### src/rtl/core/spq_pkg.sv
// spq_pkg: shared types and codes for the sorted priority queue.
// Word structs for both channels, entry and cell control types.
// No dependencies.
package spq_pkg;

  typedef enum logic {
    OP_INSERT = 1'b0,
    OP_REMOVE = 1'b1
  } op_e;

  typedef enum logic [1:0] {
    ST_DONE  = 2'd0,
    ST_EMPTY = 2'd1,
    ST_FULL  = 2'd2
  } status_e;

  typedef struct packed {
    op_e                operation;
    logic signed [31:0] item_value;
    logic        [15:0] item_priority;
  } in_word_t;

  typedef struct packed {
    status_e            status;
    logic signed [31:0] removed_value;
    logic        [15:0] removed_priority;
  } out_word_t;

  typedef struct packed {
    logic signed [31:0] value;
    logic        [15:0] prio;
  } entry_t;

  // Per-cell control from the top level
  typedef struct packed {
    logic ins;       // insert taken this cycle (queue not full)
    logic rem;       // remove taken this cycle (queue not empty)
    logic occupied;  // cell index below the fill count
    logic at_tail;   // cell index equals the fill count
  } cell_ctrl_t;

endpackage

### src/rtl/core/sorted_priority_queue.sv
// sorted_priority_queue: bounded priority queue held as a row of sorted cells.
// Instantiates spq_cell CAPACITY times; depends on spq_pkg.
//
// Entries sit in a row of CAPACITY cells, head in cell 0, kept in ascending
// priority number; equal priorities stay in arrival order. Each input word is
// an insert or a remove and produces exactly one result word. An insert is
// broadcast to all cells, every occupied cell with a larger priority number
// hands its entry one cell back and the new entry drops into the gap, all
// at the same clock edge. A remove returns the head and every cell takes its
// right neighbor's entry. So the queue takes one word per cycle while
// in_stall_o is low; the cell row compares and shifts as the word is
// accepted. Results go to an output register
// backed by a skid register, so a word is still accepted while one result
// waits; in_stall_o rises only when both hold a result. Remove on an empty
// queue returns status ST_EMPTY, insert on a full queue returns ST_FULL and
// drops the entry; value and priority read zero in both cases and on every
// insert. Cell contents need no reset: only cells below the fill count are
// read, and there is no clearing pass after reset.
module sorted_priority_queue #(
  parameter int CAPACITY = 16
) (
  input  logic               clk_i,
  input  logic               rst_ni,
  input  logic               in_valid_i,
  output logic               in_stall_o,
  input  spq_pkg::in_word_t  in_word_i,
  output logic               out_valid_o,
  input  logic               out_stall_i,
  output spq_pkg::out_word_t out_word_o
);

  localparam int CntW = $clog2(CAPACITY + 1);

  logic [CntW-1:0] count_q, count_d;

  logic accept, is_full, is_empty, do_ins, do_rem;

  spq_pkg::entry_t    new_entry;
  spq_pkg::entry_t    cell_data [CAPACITY];
  logic               cell_disp [CAPACITY];
  spq_pkg::out_word_t result;

  // output register plus skid register
  logic               out_valid_q, skid_valid_q;
  spq_pkg::out_word_t out_word_q, skid_word_q;
  logic               out_fire;

  assign in_stall_o = skid_valid_q;
  assign accept     = in_valid_i && !skid_valid_q;

  assign is_full  = (count_q == CntW'(CAPACITY));
  assign is_empty = (count_q == '0);
  assign do_ins   = accept && (in_word_i.operation == spq_pkg::OP_INSERT) && !is_full;
  assign do_rem   = accept && (in_word_i.operation == spq_pkg::OP_REMOVE) && !is_empty;

  assign new_entry.value = in_word_i.item_value;
  assign new_entry.prio  = in_word_i.item_priority;

  // ---- cell row ----
  for (genvar i = 0; i < CAPACITY; i++) begin : g_cell
    spq_pkg::cell_ctrl_t ctrl;
    logic                left_disp;
    spq_pkg::entry_t     left_data, right_data;

    assign ctrl.ins      = do_ins;
    assign ctrl.rem      = do_rem;
    assign ctrl.occupied = (CntW'(i) < count_q);
    assign ctrl.at_tail  = (CntW'(i) == count_q);

    if (i == 0) begin : g_head
      assign left_disp = 1'b0;
      assign left_data = '0;
    end else begin : g_mid
      assign left_disp = cell_disp[i-1];
      assign left_data = cell_data[i-1];
    end

    if (i == CAPACITY - 1) begin : g_last
      assign right_data = '0;
    end else begin : g_inner
      assign right_data = cell_data[i+1];
    end

    spq_cell u_cell (
      .clk_i       (clk_i),
      .ctrl_i      (ctrl),
      .new_i       (new_entry),
      .left_disp_i (left_disp),
      .left_i      (left_data),
      .right_i     (right_data),
      .disp_o      (cell_disp[i]),
      .data_o      (cell_data[i])
    );
  end

  // ---- fill count ----
  always_comb begin
    count_d = count_q;
    if (do_ins) begin
      count_d = count_q + CntW'(1);
    end else if (do_rem) begin
      count_d = count_q - CntW'(1);
    end
  end

  // ---- result word ----
  always_comb begin
    result = '0;
    result.status = spq_pkg::ST_DONE;
    if (in_word_i.operation == spq_pkg::OP_REMOVE) begin
      if (is_empty) begin
        result.status = spq_pkg::ST_EMPTY;
      end else begin
        result.removed_value    = cell_data[0].value;
        result.removed_priority = cell_data[0].prio;
      end
    end else if (is_full) begin
      result.status = spq_pkg::ST_FULL;
    end
  end

  assign out_fire    = out_valid_q && !out_stall_i;
  assign out_valid_o = out_valid_q;
  assign out_word_o  = out_word_q;

  always_ff @(posedge clk_i or negedge rst_ni) begin
    if (!rst_ni) begin
      count_q      <= '0;
      out_valid_q  <= 1'b0;
      skid_valid_q <= 1'b0;
    end else begin
      count_q <= count_d;
      if (accept) begin
        if (!out_valid_q || out_fire) begin
          out_valid_q <= 1'b1;
        end else begin
          skid_valid_q <= 1'b1;
        end
      end else if (out_fire) begin
        out_valid_q  <= skid_valid_q;
        skid_valid_q <= 1'b0;
      end
    end
  end

  // payload registers, no reset
  always_ff @(posedge clk_i) begin
    if (accept) begin
      if (!out_valid_q || out_fire) begin
        out_word_q <= result;
      end else begin
        skid_word_q <= result;
      end
    end else if (out_fire && skid_valid_q) begin
      out_word_q <= skid_word_q;
    end
  end

`ifndef SYNTHESIS
  a_count_bound : assert property (@(posedge clk_i) disable iff (!rst_ni)
    count_q <= CntW'(CAPACITY))
    else $error("fill count above capacity");

  a_skid_behind_out : assert property (@(posedge clk_i) disable iff (!rst_ni)
    skid_valid_q |-> out_valid_q)
    else $error("skid register holds a word while output register is empty");

  a_remove_count : assert property (@(posedge clk_i) disable iff (!rst_ni)
    do_rem |=> count_q == $past(count_q) - CntW'(1))
    else $error("remove did not shrink the queue by one");

  a_head_sorted : assert property (@(posedge clk_i) disable iff (!rst_ni)
    (count_q >= CntW'(2)) |-> (cell_data[0].prio <= cell_data[1].prio))
    else $error("head cells out of priority order");
`endif

endmodule

### src/rtl/core/spq_cell.sv
// spq_cell: one slot of the sorted queue row.
// Compares the broadcast entry, shifts from left on insert, from right on remove.
// Depends on spq_pkg.
module spq_cell (
  input  logic                clk_i,
  input  spq_pkg::cell_ctrl_t ctrl_i,
  input  spq_pkg::entry_t     new_i,
  input  logic                left_disp_i,
  input  spq_pkg::entry_t     left_i,
  input  spq_pkg::entry_t     right_i,
  output logic                disp_o,
  output spq_pkg::entry_t     data_o
);

  spq_pkg::entry_t data_q;

  // displaced: the new entry belongs ahead of this one
  assign disp_o = ctrl_i.occupied && (data_q.prio > new_i.prio);
  assign data_o = data_q;

  always_ff @(posedge clk_i) begin
    if (ctrl_i.ins && (disp_o || ctrl_i.at_tail)) begin
      data_q <= left_disp_i ? left_i : new_i;
    end else if (ctrl_i.rem) begin
      data_q <= right_i;
    end
  end

endmodule
### config.mk
export PLATFORM = sky130hd
export DESIGN_NAME = sorted_priority_queue
export DESIGN_NICKNAME = d
export VERILOG_FILES = /design/src/rtl/core/spq_pkg.sv /design/src/rtl/core/sorted_priority_queue.sv /design/src/rtl/core/spq_cell.sv
export SDC_FILE = /design/constraint.sdc
export NUM_CORES = 2
export LEC_CHECK = 0
export ABC_AREA = 1
export BUFFER_PORTS_ARGS = -buffer_cell sky130_fd_sc_hd__buf_2
export CAP_MARGIN = 40
export CORE_MARGIN = 4
export CORE_UTILIZATION = 58
export DETAILED_ROUTE_END_ITERATION = 8
export PLACE_DENSITY = 0.74
export SYNTH_ARGS = -nofsm -noshare
export SYNTH_HDL_FRONTEND = slang
export SYNTH_SLANG_ARGS = --single-unit
export TNS_END_PERCENT = 30
### constraint.sdc
create_clock -name clk_i -period 3.2 [get_ports clk_i]
set_input_delay 0.16 -clock clk_i [delete_from_list [all_inputs] [get_ports clk_i]]
set_output_delay 0.16 -clock clk_i [all_outputs]
set_load 0.05 [all_outputs]
==> out/qor.txt <==
Peak fanout along the critical path: 48
Worst setup SP type: flip-flop
CTS Buffer Depth: 3
Most common flop cell mapped by yosys: edfxtp_1
Die Height: 312 um
DR vias: 45134
Leakage power: 28.5 nW
Crit-path cells: inv_1 -> ha_1 -> inv_1 -> nor2_1 -> nand2_1 -> nand2_2 -> nor2_1 -> inv_2 -> nand2_2 -> buf_4
Remaining global-route overflow: 0
Buffers added on ports: 104
Antenna violations before repair: 15
Initial Utilization: 58.5%
Yosys Warn Count: 0
Most frequent cells in the layout: nand2_1 (3969), edfxtp_1 (868), nand3_1 (798)
Asr flop ratio synth: 0.800%
Width of the die: 312 um
Seq cells post-synth: 875
Final routed DRC violation total: 0
First drt pass iteration count: 6
Final hold vios: 0
TritonCTS Buffers: 97
Mapped Area: 53600 sq um
Actual slew at the worst max-slew pin: 709 ps
Fmax: 342 MHz
Setup violators final: 0
Fin crit share: 91.4%
Synthesis-to-finish area growth: 9.54%
CP peak stage delay: 530 ps
Status: completed
Setup CP Type: reg -> reg
Post-Syn Area per Cell: 7.57 sq um
Nets: 7285
Via/cell ratio: 5.47
GP Congestion: 0.958
Root Driver: clkbuf_16
Drt total wl: 139 mm
Hold Slack: 65.0 ps
Syn nets: 7399
GRT Total Usage: 27.9%
Clock Latency Late Sink: 690 ps
DIE AREA: 97400 sq um
Worst hold-check path type: in -> reg
Critical path capture point type: flip-flop
Vias in the first global route: 42465
Period minus WS final: 2920 ps
Relative slew slack: 52.7%
CP max-delay cell: buf_4
Worst vdd ir: 740 uV
Placement Setup Slack: 198 ps
# clock sinks: 875
Final non-filler cell area: 58700 sq um
Post-Route Setup TNS: 0 ps
Setup repair after global routing missed its margin: no
Routed length per instance: 16.9 um
CTS tree: done
Fillcell total: 7872
Largest net degree at the start of global routing: 53
Number of synthesized flops with an enable pin: 868
Sequential element share of the synthesized area: 49.0%
Total I/O pin count: 105
Core region area: 91700 sq um
Data required, critical path: 3500 ps
MaxCap Viol Count: 0
Clock transition at path regs: 60 ps
Cell variety after synth: 33
Pwr/cell area: 845 nW/um^2
Leading cell type in the layout, fill and taps excluded: nand2_1
CP arrival: 3220 ps
Fin. max-slew vios: 0
DR iter-0 viols: 5008
Clk_skew: 33.8 ps
Layout cell share with drive strength beyond 1: 6.76%
Post-DP HPWL: 104 mm
Mapped Cells: 7085
First-pass GRT wire length: 227 mm
Htree depth: 3
Final ANT Viol Nets: 0
Worst Slack Setup Final: 275 ps
DP Area: 55600 sq um
FP Rows: 111
## metal layers
metal  wire (um)  global-route usage, %
met4        3810                   7.97
met2       62200                   44.7
met1       61900                   40.6
met5           0                      0
met3       11400                   3.26
## cells by family after synthesis
kind of cell             count (synthesis)  synth area share, %
flip-flops                             875                 49.0
XOR/XNOR                                 5               0.0817
AND/OR/NAND/NOR                       4992                 37.0
AO/OA/AOI/OAI                          219                 2.21
buffers and inverters                  733                 5.65
adder cells (fa/ha/maj)                261                 6.09
## cells in the mapped netlist (13+ instances only)
cell / count / share of area [%]
inv_1: 222 / 1.6
ha_1: 261 / 6.1
clkbuf_1: 282 / 2.0
a21o_1: 14 / 0.20
buf_1: 52 / 0.36
a21oi_1: 117 / 1.1
o21ai_0: 71 / 0.66
nand2_1: 3987 / 28
buf_2: 145 / 1.4
nand4_1: 13 / 0.15
nor2_1: 175 / 1.2
buf_4: 22 / 0.31
edfxtp_1: 868 / 49
nand3_1: 798 / 7.5
## sequential cells by signal (all words and copies together), names as in the netlist
name and flops:
g_cell.u_cell.data_o 768, out_word_o 50, skid_word_q 50, count_q 5, in_stall_o 1, out_valid_o 1
## repair_timing
item | CTS | global route
endpoints found under the hold margin | 12 | 0
hold buffers | 7 | 0
gates resized for setup | 0 | 0
buffers inserted | 0 | 0
## final cells by class
class / instances / area [sq um] / share of cell area [%]
diodes: 11 / 27.5 / 0.0469
clock buffers: 126 / 2590 / 4.41
clock inverters: 53 / 462 / 0.786
inverters: 230 / 863 / 1.47
multi-input cells: 5477 / 24700 / 42.0
flip-flops and latches: 875 / 26200 / 44.7
well taps: 1186 / 1480 / 2.53
repair buffers: 290 / 2370 / 4.03
## power breakdown
part	switching [mW]	total, mW	internal [mW]
clock	4.70	10.8	6.12
sequential	1.82	19.0	17.2
combinational	14.1	19.8	5.76
## path summary, 6_finish.rpt
check                                                      startpoint                                     end  slack, ps  cells after the start
min reg2reg                g_cell[15].u_cell.data_o[38]$_SDFFCE_PN0P_  g_cell[14].u_cell.data_o[38]$_DFFE_PP_        510                      2
min                                                     in_word_i[18]   g_cell[0].u_cell.data_o[18]$_DFFE_PP_         70                      3
max                                            count_q[0]$_DFFE_PN0P_   g_cell[2].u_cell.data_o[42]$_DFFE_PP_        280                     10
max reg2reg                                    count_q[0]$_DFFE_PN0P_   g_cell[2].u_cell.data_o[42]$_DFFE_PP_        280                     10
max in group asynchronous                                      rst_ni                  count_q[0]$_DFFE_PN0P_       2210                      3
min in group asynchronous                                      rst_ni                 out_valid_o$_DFFE_PN0P_        560                      3
## worst max-delay path, delay by kind of cell, from the launching register on
kind | cells | cell delay, ps
buffers and inverters | 4 | 960
AND/OR/NAND/NOR | 5 | 950
flip-flops | 1 | 350
adder cells (fa/ha/maj) | 1 | 260
## metrics by stage
| step | utilization (%) | cells | power, mW |
|---|---|---|---|
| global placement | 60.6 | 8048 | 38.1 |
| CTS | 64.0 | 8237 | 49.5 |
| finish | 64.1 | 8248 | 49.6 |
| global route | 64.1 | 8248 | 53.0 |
| detailed placement | 60.6 | 8051 | 38.6 |
| floorplan | - | 7085 | 33.3 |
(Power assumes the default switching activity.)
